[src/rtl/core/ssba_pkg.sv]
// ----------------------------------------------------------------------------
// Swap slot bitmap allocator package
// Shared codes, field widths and types of the allocator datapath.
// ----------------------------------------------------------------------------
package ssba_pkg;

    localparam int KIND_W   = 2;
    localparam int INDEX_W  = 10;
    localparam int SECTOR_W = 13;
    localparam int STATUS_W = 2;
    localparam int COUNT_W  = 11;

    localparam int WORD_BITS = 32;
    localparam int BIT_W     = 5;

    localparam logic [COUNT_W-1:0] SLOT_COUNT_RESET = 11'd1024;

    localparam logic [KIND_W-1:0] KIND_ALLOC   = 2'd0;
    localparam logic [KIND_W-1:0] KIND_RELEASE = 2'd1;
    localparam logic [KIND_W-1:0] KIND_FREE    = 2'd2;

    localparam logic [STATUS_W-1:0] STATUS_OK        = 2'd0;
    localparam logic [STATUS_W-1:0] STATUS_FULL      = 2'd1;
    localparam logic [STATUS_W-1:0] STATUS_RANGE     = 2'd2;
    localparam logic [STATUS_W-1:0] STATUS_NOT_ALLOC = 2'd3;

    typedef enum logic [1:0] {
        OP_ALLOC,
        OP_RELEASE,
        OP_RANGE
    } op_class_t;

    typedef struct packed {
        op_class_t            op_class;
        logic [INDEX_W-1:0]   slot_index;
    } op_t;

    typedef struct packed {
        logic full;
        logic empty;
    } q_status_t;

    typedef enum logic [2:0] {
        ST_CLEAR,
        ST_IDLE,
        ST_ALLOC,
        ST_REL,
        ST_DONE
    } back_state_t;

endpackage

[src/rtl/core/ssba_front.sv]
// ----------------------------------------------------------------------------
// Swap slot allocator front end
// Accepts request transactions, drops unused kinds and classifies the rest
// as allocate, release or out-of-range before queueing them.
// ----------------------------------------------------------------------------
module ssba_front #(
    parameter int CNT_W = 11
) (
    input  logic                          s_valid,
    output logic                          s_ready,
    input  logic [ssba_pkg::KIND_W-1:0]   s_kind,
    input  logic [ssba_pkg::INDEX_W-1:0]  s_slot_index,
    input  logic [CNT_W-1:0]              active_count,
    input  logic                          clearing,
    input  ssba_pkg::q_status_t           q_status,
    output logic                          push,
    output ssba_pkg::op_t                 push_data
);
    import ssba_pkg::*;

    localparam int CW = (CNT_W > INDEX_W) ? CNT_W : INDEX_W;

    logic in_range;
    logic accept;

    assign s_ready  = !q_status.full && !clearing;
    assign accept   = s_valid && s_ready;
    assign in_range = CW'(s_slot_index) < CW'(active_count);

    always_comb begin
        push                 = 1'b0;
        push_data.op_class   = OP_ALLOC;
        push_data.slot_index = s_slot_index;
        case (s_kind)
            KIND_ALLOC: begin
                push = accept;
            end
            KIND_RELEASE, KIND_FREE: begin
                push               = accept;
                push_data.op_class = in_range ? OP_RELEASE : OP_RANGE;
            end
            default: begin
                push = 1'b0;
            end
        endcase
    end

endmodule

[src/rtl/core/ssba_queue.sv]
// ----------------------------------------------------------------------------
// Swap slot allocator request queue
// Two-entry queue of classified requests between the front and back ends.
// ----------------------------------------------------------------------------
module ssba_queue (
    input  logic                aclk,
    input  logic                aresetn,
    input  logic                push,
    input  ssba_pkg::op_t       push_data,
    input  logic                pop,
    output ssba_pkg::op_t       pop_data,
    output ssba_pkg::q_status_t q_status
);
    import ssba_pkg::*;

    op_t        entry_reg [2];
    logic       wr_ptr_reg;
    logic       wr_ptr_next;
    logic       rd_ptr_reg;
    logic       rd_ptr_next;
    logic [1:0] fill_reg;
    logic [1:0] fill_next;
    logic       do_push;
    logic       do_pop;

    assign q_status.full  = fill_reg == 2'd2;
    assign q_status.empty = fill_reg == 2'd0;
    assign do_push        = push && !q_status.full;
    assign do_pop         = pop && !q_status.empty;
    assign pop_data       = entry_reg[rd_ptr_reg];

    always_comb begin
        wr_ptr_next = do_push ? !wr_ptr_reg : wr_ptr_reg;
        rd_ptr_next = do_pop ? !rd_ptr_reg : rd_ptr_reg;
        fill_next   = fill_reg + 2'(do_push) - 2'(do_pop);
    end

    always_ff @(posedge aclk) begin
        if (!aresetn) begin
            wr_ptr_reg <= 1'b0;
            rd_ptr_reg <= 1'b0;
            fill_reg   <= 2'd0;
        end else begin
            wr_ptr_reg <= wr_ptr_next;
            rd_ptr_reg <= rd_ptr_next;
            fill_reg   <= fill_next;
        end
    end

    always_ff @(posedge aclk) begin
        if (do_push) begin
            entry_reg[wr_ptr_reg] <= push_data;
        end
    end

endmodule

[src/rtl/core/ssba_back.sv]
// ----------------------------------------------------------------------------
// Swap slot allocator back end
// Holds the free map in a word-wide memory, clears it after reset, scans it
// first fit for allocations, updates it on release and registers results.
// ----------------------------------------------------------------------------
module ssba_back #(
    parameter int SLOTS            = 1024,
    parameter int SECTORS_PER_SLOT = 8,
    parameter int CNT_W            = 11
) (
    input  logic                            aclk,
    input  logic                            aresetn,
    input  logic [CNT_W-1:0]                active_count,
    input  ssba_pkg::q_status_t             q_status,
    input  ssba_pkg::op_t                   pop_data,
    output logic                            pop,
    output logic                            clearing,
    output logic                            m_valid,
    input  logic                            m_ready,
    output logic [ssba_pkg::INDEX_W-1:0]    m_slot_number,
    output logic [ssba_pkg::SECTOR_W-1:0]   m_first_sector,
    output logic [ssba_pkg::STATUS_W-1:0]   m_status
);
    import ssba_pkg::*;

    localparam int WORDS   = (SLOTS + WORD_BITS - 1) / WORD_BITS;
    localparam int WADDR_W = (WORDS > 1) ? $clog2(WORDS) : 1;
    localparam int SLOT_W  = WADDR_W + BIT_W;
    localparam int RES_W   = (SLOT_W > INDEX_W) ? SLOT_W : INDEX_W;
    localparam int SPS_W   = $clog2(SECTORS_PER_SLOT + 1);
    localparam int PROD_W  = (RES_W + SPS_W > SECTOR_W) ? RES_W + SPS_W : SECTOR_W;

    logic [WORD_BITS-1:0] map_mem [WORDS];
    logic [WORD_BITS-1:0] rd_data_reg;
    logic                 rd_en;
    logic [WADDR_W-1:0]   rd_addr;
    logic                 wr_en;
    logic [WADDR_W-1:0]   wr_addr;
    logic [WORD_BITS-1:0] wr_data;

    back_state_t          state_reg;
    back_state_t          state_next;
    op_t                  op_reg;
    op_t                  op_next;
    logic [WADDR_W-1:0]   scan_reg;
    logic [WADDR_W-1:0]   scan_next;
    logic [WADDR_W-1:0]   hint_reg;
    logic [WADDR_W-1:0]   hint_next;
    logic [WADDR_W-1:0]   clr_reg;
    logic [WADDR_W-1:0]   clr_next;
    logic [RES_W-1:0]     pend_slot_reg;
    logic [RES_W-1:0]     pend_slot_next;
    logic [STATUS_W-1:0]  pend_status_reg;
    logic [STATUS_W-1:0]  pend_status_next;
    logic                 pend_zero_reg;
    logic                 pend_zero_next;

    logic                 m_valid_reg;
    logic [INDEX_W-1:0]   m_slot_number_reg;
    logic [SECTOR_W-1:0]  m_first_sector_reg;
    logic [STATUS_W-1:0]  m_status_reg;
    logic                 out_load;

    logic [SLOT_W:0]      act_ext;
    logic [WADDR_W:0]     act_word;
    logic [BIT_W-1:0]     act_bit;
    logic [WADDR_W:0]     words_need;
    logic                 hint_full;
    logic                 scan_last;
    logic [WORD_BITS-1:0] scan_mask;
    logic [WORD_BITS-1:0] masked;
    logic [BIT_W-1:0]     first_bit;
    logic [SLOT_W-1:0]    head_slot;
    logic [SLOT_W-1:0]    op_slot;
    logic [WADDR_W-1:0]   op_word;
    logic [BIT_W-1:0]     op_bit;
    logic [PROD_W-1:0]    sector_prod;

    assign act_ext    = (SLOT_W + 1)'(active_count);
    assign act_word   = act_ext[SLOT_W:BIT_W];
    assign act_bit    = act_ext[BIT_W-1:0];
    assign words_need = act_word + (WADDR_W + 1)'(act_bit != '0);
    assign hint_full  = {1'b0, hint_reg} >= words_need;
    assign scan_last  = ({1'b0, scan_reg} + (WADDR_W + 1)'(1)) >= words_need;
    assign head_slot  = SLOT_W'(pop_data.slot_index);
    assign op_slot    = SLOT_W'(op_reg.slot_index);
    assign op_word    = op_slot[SLOT_W-1:BIT_W];
    assign op_bit     = op_slot[BIT_W-1:0];
    assign clearing   = state_reg == ST_CLEAR;
    assign out_load   = (state_reg == ST_DONE) && (!m_valid_reg || m_ready);

    always_comb begin
        if ({1'b0, scan_reg} < act_word) begin
            scan_mask = '1;
        end else if ({1'b0, scan_reg} == act_word) begin
            scan_mask = (WORD_BITS'(1) << act_bit) - WORD_BITS'(1);
        end else begin
            scan_mask = '0;
        end
        masked = rd_data_reg & scan_mask;
    end

    always_comb begin
        first_bit = '0;
        for (int i = WORD_BITS - 1; i >= 0; i--) begin
            if (masked[i]) begin
                first_bit = BIT_W'(i);
            end
        end
    end

    always_comb begin
        state_next = state_reg;
        case (state_reg)
            ST_CLEAR: begin
                if (clr_reg == WADDR_W'(WORDS - 1)) begin
                    state_next = ST_IDLE;
                end
            end
            ST_IDLE: begin
                if (!q_status.empty) begin
                    case (pop_data.op_class)
                        OP_ALLOC:   state_next = hint_full ? ST_DONE : ST_ALLOC;
                        OP_RELEASE: state_next = ST_REL;
                        default:    state_next = ST_DONE;
                    endcase
                end
            end
            ST_ALLOC: begin
                if (masked != '0 || scan_last) begin
                    state_next = ST_DONE;
                end
            end
            ST_REL: begin
                state_next = ST_DONE;
            end
            ST_DONE: begin
                if (out_load) begin
                    state_next = ST_IDLE;
                end
            end
            default: begin
                state_next = ST_CLEAR;
            end
        endcase
    end

    always_comb begin
        pop              = 1'b0;
        rd_en            = 1'b0;
        rd_addr          = scan_reg;
        wr_en            = 1'b0;
        wr_addr          = scan_reg;
        wr_data          = rd_data_reg;
        op_next          = op_reg;
        scan_next        = scan_reg;
        hint_next        = hint_reg;
        clr_next         = clr_reg;
        pend_slot_next   = pend_slot_reg;
        pend_status_next = pend_status_reg;
        pend_zero_next   = pend_zero_reg;
        case (state_reg)
            ST_CLEAR: begin
                wr_en    = 1'b1;
                wr_addr  = clr_reg;
                wr_data  = '1;
                clr_next = clr_reg + WADDR_W'(1);
            end
            ST_IDLE: begin
                if (!q_status.empty) begin
                    pop     = 1'b1;
                    op_next = pop_data;
                    case (pop_data.op_class)
                        OP_ALLOC: begin
                            pend_slot_next   = '0;
                            pend_status_next = STATUS_FULL;
                            pend_zero_next   = 1'b1;
                            if (!hint_full) begin
                                rd_en     = 1'b1;
                                rd_addr   = hint_reg;
                                scan_next = hint_reg;
                            end
                        end
                        OP_RELEASE: begin
                            rd_en   = 1'b1;
                            rd_addr = head_slot[SLOT_W-1:BIT_W];
                        end
                        default: begin
                            pend_slot_next   = RES_W'(pop_data.slot_index);
                            pend_status_next = STATUS_RANGE;
                            pend_zero_next   = 1'b1;
                        end
                    endcase
                end
            end
            ST_ALLOC: begin
                if (masked != '0) begin
                    wr_en            = 1'b1;
                    wr_addr          = scan_reg;
                    wr_data          = rd_data_reg & ~(WORD_BITS'(1) << first_bit);
                    hint_next        = scan_reg;
                    pend_slot_next   = RES_W'({scan_reg, first_bit});
                    pend_status_next = STATUS_OK;
                    pend_zero_next   = 1'b0;
                end else if (!scan_last) begin
                    rd_en     = 1'b1;
                    rd_addr   = scan_reg + WADDR_W'(1);
                    scan_next = scan_reg + WADDR_W'(1);
                end
            end
            ST_REL: begin
                pend_slot_next = RES_W'(op_reg.slot_index);
                pend_zero_next = 1'b0;
                if (rd_data_reg[op_bit]) begin
                    pend_status_next = STATUS_NOT_ALLOC;
                end else begin
                    wr_en            = 1'b1;
                    wr_addr          = op_word;
                    wr_data          = rd_data_reg | (WORD_BITS'(1) << op_bit);
                    pend_status_next = STATUS_OK;
                    if (op_word < hint_reg) begin
                        hint_next = op_word;
                    end
                end
            end
            default: begin
                pop = 1'b0;
            end
        endcase
    end

    always_ff @(posedge aclk) begin
        if (!aresetn) begin
            state_reg   <= ST_CLEAR;
            clr_reg     <= '0;
            hint_reg    <= '0;
            m_valid_reg <= 1'b0;
        end else begin
            state_reg <= state_next;
            clr_reg   <= clr_next;
            hint_reg  <= hint_next;
            if (out_load) begin
                m_valid_reg <= 1'b1;
            end else if (m_ready) begin
                m_valid_reg <= 1'b0;
            end
        end
    end

    always_ff @(posedge aclk) begin
        op_reg          <= op_next;
        scan_reg        <= scan_next;
        pend_slot_reg   <= pend_slot_next;
        pend_status_reg <= pend_status_next;
        pend_zero_reg   <= pend_zero_next;
    end

    always_ff @(posedge aclk) begin
        if (wr_en) begin
            map_mem[wr_addr] <= wr_data;
        end
        if (rd_en) begin
            rd_data_reg <= map_mem[rd_addr];
        end
    end

    assign sector_prod = PROD_W'(pend_slot_reg) * PROD_W'(SECTORS_PER_SLOT);

    always_ff @(posedge aclk) begin
        if (out_load) begin
            m_slot_number_reg  <= pend_slot_reg[INDEX_W-1:0];
            m_first_sector_reg <= pend_zero_reg ? '0 : sector_prod[SECTOR_W-1:0];
            m_status_reg       <= pend_status_reg;
        end
    end

    assign m_valid        = m_valid_reg;
    assign m_slot_number  = m_slot_number_reg;
    assign m_first_sector = m_first_sector_reg;
    assign m_status       = m_status_reg;

    a_alloc_takes_one: assert property (@(posedge aclk) disable iff (!aresetn)
        (state_reg == ST_ALLOC && wr_en) |->
            ($countones(wr_data) + 1 == $countones(rd_data_reg)))
        else $error("allocation did not clear exactly one free bit");

    a_release_adds_one: assert property (@(posedge aclk) disable iff (!aresetn)
        (state_reg == ST_REL && wr_en) |->
            ($countones(wr_data) == $countones(rd_data_reg) + 1))
        else $error("release did not set exactly one free bit");

    a_hint_bounded: assert property (@(posedge aclk) disable iff (!aresetn)
        hint_reg <= WADDR_W'(WORDS - 1))
        else $error("search hint points beyond the free map");

    a_clear_quiet: assert property (@(posedge aclk) disable iff (!aresetn)
        (state_reg == ST_CLEAR) |-> (!rd_en && !pop && !m_valid_reg))
        else $error("activity during the free map clearing pass");

endmodule

[src/rtl/core/swap_slot_bitmap_allocator_unit.sv]
// ----------------------------------------------------------------------------
// Swap slot bitmap allocator
// First-fit allocator of page-sized swap slots over a bitmap of free flags.
// ----------------------------------------------------------------------------
// Each accepted request waits in a two-entry queue and the back end pops it. Releases and frees
// read the map word and, if the slot was allocated, write it back before the result register
// loads; out-of-range requests and allocations into a map already known to be full go straight
// to the result, and other allocations scan one 32-slot word of the map after another from the
// search hint. The queue keeps accepting requests while the back end is busy, until it is full.
// The slot count resets to 1024, and a clearing pass after reset marks every slot free, accepting nothing.
module swap_slot_bitmap_allocator_unit #(
    parameter int SLOTS            = 1024,
    parameter int SECTORS_PER_SLOT = 8
) (
    input  logic                            aclk,
    input  logic                            aresetn,
    input  logic                            cfg_wr_en,
    input  logic [ssba_pkg::COUNT_W-1:0]    cfg_wr_data,
    input  logic                            s_valid,
    output logic                            s_ready,
    input  logic [ssba_pkg::KIND_W-1:0]     s_kind,
    input  logic [ssba_pkg::INDEX_W-1:0]    s_slot_index,
    output logic                            m_valid,
    input  logic                            m_ready,
    output logic [ssba_pkg::INDEX_W-1:0]    m_slot_number,
    output logic [ssba_pkg::SECTOR_W-1:0]   m_first_sector,
    output logic [ssba_pkg::STATUS_W-1:0]   m_status
);
    import ssba_pkg::*;

    localparam int CNT_W = $clog2(SLOTS + 1);
    localparam int CW    = (CNT_W > COUNT_W) ? CNT_W : COUNT_W;

    logic [COUNT_W-1:0] slot_count_reg;
    logic [CW-1:0]      count_wide;
    logic [CNT_W-1:0]   active_count;
    logic               clearing;
    logic               push;
    logic               pop;
    op_t                push_data;
    op_t                pop_data;
    q_status_t          q_status;

    always_ff @(posedge aclk) begin
        if (!aresetn) begin
            slot_count_reg <= SLOT_COUNT_RESET;
        end else if (cfg_wr_en) begin
            slot_count_reg <= cfg_wr_data;
        end
    end

    assign count_wide   = (CW'(slot_count_reg) > CW'(SLOTS)) ? CW'(SLOTS)
                                                             : CW'(slot_count_reg);
    assign active_count = count_wide[CNT_W-1:0];

    ssba_front #(
        .CNT_W (CNT_W)
    ) u_front (
        .s_valid      (s_valid),
        .s_ready      (s_ready),
        .s_kind       (s_kind),
        .s_slot_index (s_slot_index),
        .active_count (active_count),
        .clearing     (clearing),
        .q_status     (q_status),
        .push         (push),
        .push_data    (push_data)
    );

    ssba_queue u_queue (
        .aclk      (aclk),
        .aresetn   (aresetn),
        .push      (push),
        .push_data (push_data),
        .pop       (pop),
        .pop_data  (pop_data),
        .q_status  (q_status)
    );

    ssba_back #(
        .SLOTS            (SLOTS),
        .SECTORS_PER_SLOT (SECTORS_PER_SLOT),
        .CNT_W            (CNT_W)
    ) u_back (
        .aclk           (aclk),
        .aresetn        (aresetn),
        .active_count   (active_count),
        .q_status       (q_status),
        .pop_data       (pop_data),
        .pop            (pop),
        .clearing       (clearing),
        .m_valid        (m_valid),
        .m_ready        (m_ready),
        .m_slot_number  (m_slot_number),
        .m_first_sector (m_first_sector),
        .m_status       (m_status)
    );

endmodule
[config.mk]
export PLATFORM = sky130hd
export DESIGN_NAME = swap_slot_bitmap_allocator_unit
export DESIGN_NICKNAME = d
export VERILOG_FILES = /design/src/rtl/core/ssba_pkg.sv /design/src/rtl/core/ssba_front.sv /design/src/rtl/core/ssba_queue.sv /design/src/rtl/core/ssba_back.sv /design/src/rtl/core/swap_slot_bitmap_allocator_unit.sv
export SDC_FILE = /design/constraint.sdc
export NUM_CORES = 2
export LEC_CHECK = 0
export BUFFER_PORTS_ARGS = -buffer_cell sky130_fd_sc_hd__buf_2
export CAP_MARGIN = 10
export CORE_AREA = 2 2 292 583
export CTS_CLUSTER_SIZE = 12
export DETAILED_ROUTE_END_ITERATION = 7
export DIE_AREA = 0 0 294 585
export PLACE_DENSITY = 0.42
export SYNTH_ARGS = -nofsm -noshare
export SYNTH_HDL_FRONTEND = slang
export SYNTH_HIERARCHICAL = 1
export SYNTH_SLANG_ARGS = --single-unit
[constraint.sdc]
create_clock -name aclk -period 14.4 [get_ports aclk]
set_clock_uncertainty 0.05 [all_clocks]
set_input_delay 2.16 -clock aclk [delete_from_list [all_inputs] [get_ports aclk]]
set_output_delay 2.16 -clock aclk [all_outputs]
set_load 0.02 [all_outputs]
==> summary.md <==
| Metric | Value |
|---|---|
| Number of synthesized flops with an enable pin | `1130` |
| Vias in the first global route | `32100` |
| Yosys reg bits | `1160` |
| WP data required | `14940 ps` |
| Non-Filler Instances | `6185` |
| Total area of multi-input combinational cells | `14500 um^2` |
| Layout area overhead | `12.5%` |
| Wire per inst | `26.8 um` |
| Die Span X | `between 200 and 300 um` |
| Most frequent cells in the layout | `edfxtp_1, nand2_1, nand3_1` |
| Cell mode on critical path | `and3_1` |
| FP Rows | `~210` |
| Final WS setup | `5910 ps` |
| Synth cell types | `100` |
| FF/Latch Area | `34500 um^2` |
| Post-CTS Setup Bufs | `0` |
| Seq/Total Area, Yosys | `69.1%` |
| GPL Wtd Cong | `about 0.84` |
| Crit path time final | `8490 ps` |
| Crit path buf inv count | `3` |
| Quantity of I/O buffers inserted on ports | `51` |
| Max stage delay on crit path | `750 ps` |
| CTS Buf Count | `115` |
| Slew headroom | `about 20%` |
| Commonest non-fill, non-tap cell in the layout | `edfxtp_1` |
| Initial Util | `slightly below 30%` |
| Vias per cell | `5.32` |
| Hold WS | `388 ps` |
| Synthesized area | `50000 um^2` |
| Die Y-Extent | `585 um` |
| Clock Sinks | `1160` |
| Final Hold Vio Count | `0` |
| CP Capture Type | `register` |
| Top_reg_cell synth | `edfxtp_1` |
| Core footprint | `168000 um^2` |
| Critical path arrival | `9020 ps` |
| Layout cells sized above 1 | `roughly 11%` |
| Max Slew Vio Count | `0` |
| Post-DP HPWL | `98500 um` |
| CTS tree | `yes` |
| Initial DRT Pass Iterations | `6` |
| Largest net degree at the start of global routing | `164` |
| Pwr dens | `116 nW/um^2` |
| Fraction of registers with async set/reset | `0%` |
| CTS Buffer Depth | `3` |
| Top Ports | `55` |
| Synthesis Warnings | `6` |
| Via count | `32900` |
| Leakage power | `0.0197 uW` |
| Synth Instances | `3950` |
| Cts repair resizes | `0` |
| Antenna violations before repair | `1` |
| CTS clk-pin slew, worst paths | `about 60 ps` |
| Critical path type | `reg2reg` |
| Global Route Usage Sum | `a little under a fifth` |
| CTS Hold Bufs | `0` |
| Worst-Skew Late Latency | `740 ps` |
| Clk root buf | `clkbuf_16` |
| Fmax | `118 MHz` |
| First-pass GRT wire length | `237000 um` |
| Final setup vio count | `0` |
| Post-synth top area share | `67.9%` |
| Crit-path max FO | `156` |
| Placed Cells incl. Taps | `6000` |
| Startpoint types | `register` |
| Number of max-cap violations | `0` |
| Die Footprint | `172000 um^2` |
| Maximum vdd drop | `0.000114 V` |
| RSZ-0062 raised after global routing | `no` |
| Detailed router's first-iteration violation count | `2888` |
| FILL cells | `16400` |
| Syn_area_per_cell | `~13 um^2` |
| Htree depth | `3` |
| Status | `complete, no violations` |
| Setup_tns | `0 ps` |
| DRC viols | `0` |
| Post-DRT Antenna Nets | `0` |
| Synth area leader | `edfxtp_1` |
| Top cells by area, synth | `edfxtp_1, nand2_1, nand3_1, mux2i_1, a21oi_1` |
| Critical path's top delay family | `simple AND/OR/NAND/NOR gates` |
| Final wirelength | `166000 um` |
| Final nets | `4033` |
| Pre-CTS setup slack | `5780 ps` |
| Slowest-stage cell, CP | `and2_4` |
| Worst Tran Pin Value | `roughly 1200 ps` |
| Crit share post-route | `58.9%` |
| Finished Core Util | `33.6%` |
| Hold/Removal Path Class | `reg2reg` |
| Total grt overflow | `0` |
| Max reg flops | `1024` |
| Critical-path cell list | `and2b_1 -> or4_4 -> nor2_2 -> inv_1 -> ha_1 -> and3_1 -> and3_1 -> xnor2_1 -> ha_1 -> nand2_1 -> o31a_1 -> o2111a_1 -> and3_1 -> a41oi_1 -> and2_4 -> buf_12 -> buf_4 -> mux2i_1 -> a221oi_1 -> o21ai_0 -> o221a_2 -> mux2i_1` |
## stage by stage
step                cell area, um^2  power (uW)
detailed placement            53000        3860
floorplan                     50000        3810
global route                  56200        6720
finish                        56200        6520
global placement              53000        3860
CTS                           56200        6590
## worst paths after layout
kind | cells past startpoint | slack (ps) | end | startpoint
setup reg to reg | 22 | 5910 | u_back/rd_data_reg[18]$_DFFE_PP_ | slot_count_reg[10]$_SDFFE_PN1P_
setup / recovery | 22 | 5910 | u_back/rd_data_reg[18]$_DFFE_PP_ | slot_count_reg[10]$_SDFFE_PN1P_
hold reg to reg | 0 | 390 | u_back/m_status[0]$_DFFE_PP_ | u_back/pend_status_reg[0]$_DFFE_PP_
hold / removal | 0 | 390 | u_back/m_status[0]$_DFFE_PP_ | u_back/pend_status_reg[0]$_DFFE_PP_
## worst reg2reg max path: cells and delay by family (launching register included)
kind | cells | cell delay (ps)
adders and majority gates | 2 | 450
and+or+nand+nor | 8 | 2840
xor gates and xnor gates | 1 | 570
muxes | 2 | 310
buffers and inverters | 3 | 1700
DFF | 1 | 700
AOI/OAI and AO/OA | 6 | 1740
## cell families after synthesis
| group | Yosys count | synth area share, % |
|---|---|---|
| xor gates and xnor gates | 12 | 0.210 |
| adders and majority gates | 38 | 0.951 |
| DFF | 1160 | 69.1 |
| buffers and inverters | 309 | 2.99 |
| other | 1 | 0.00750 |
| AOI/OAI and AO/OA | 695 | 9.36 |
| and+or+nand+nor | 1616 | 14.8 |
| muxes | 119 | 2.64 |
## report_power, final
part	switching [uW]	internal, uW	leakage, uW	total, uW
Clock	1270	1460	0.00158	2730
Sequential	4.03	3670	0.0119	3670
Combinational	87.9	29.6	0.00621	118
## per-layer routing
| layer | global-route usage (%) | wire (um) | up-vias |
|---|---|---|---|
| met5 | 0 | 0 | - |
| met4 | 5.67 | 4460 | 0 |
| met3 | 2.12 | 6900 | 196 |
| met2 | 33.6 | 85000 | 880 |
| met1 | 24.4 | 69600 | 17100 |
| li1 | - | - | 14700 |
## cell usage after synthesis (all sizes together), types with 10 or more instances
master,count
a221oi,20
nand2,931
a311oi,17
o22ai,62
a211oi,27
o21ai,63
inv,49
a221o,14
nor3,50
a22oi,50
a31oi,132
buf,146
nor2b,35
dfxtp,30
a21o,11
mux2,12
a211o,28
mux2i,98
nand2b,17
nand3,215
or2,10
o221ai,16
and3,136
edfxtp,1130
a21oi,180
ha,38
nor2,139
and2,22
clkbuf,113
## final cells by class
class | instances | area share [%]
clock inverters | 34 | 0.425
flip-flops and latches | 1160 | 61.4
multi-input cells | 2483 | 25.7
repair buffers | 157 | 1.97
clock buffers | 150 | 5.37
inverters | 50 | 0.334
well taps | 2150 | 4.78
diodes | 1 | 0.00445
Note: power is estimated with default switching activity, not from simulation.
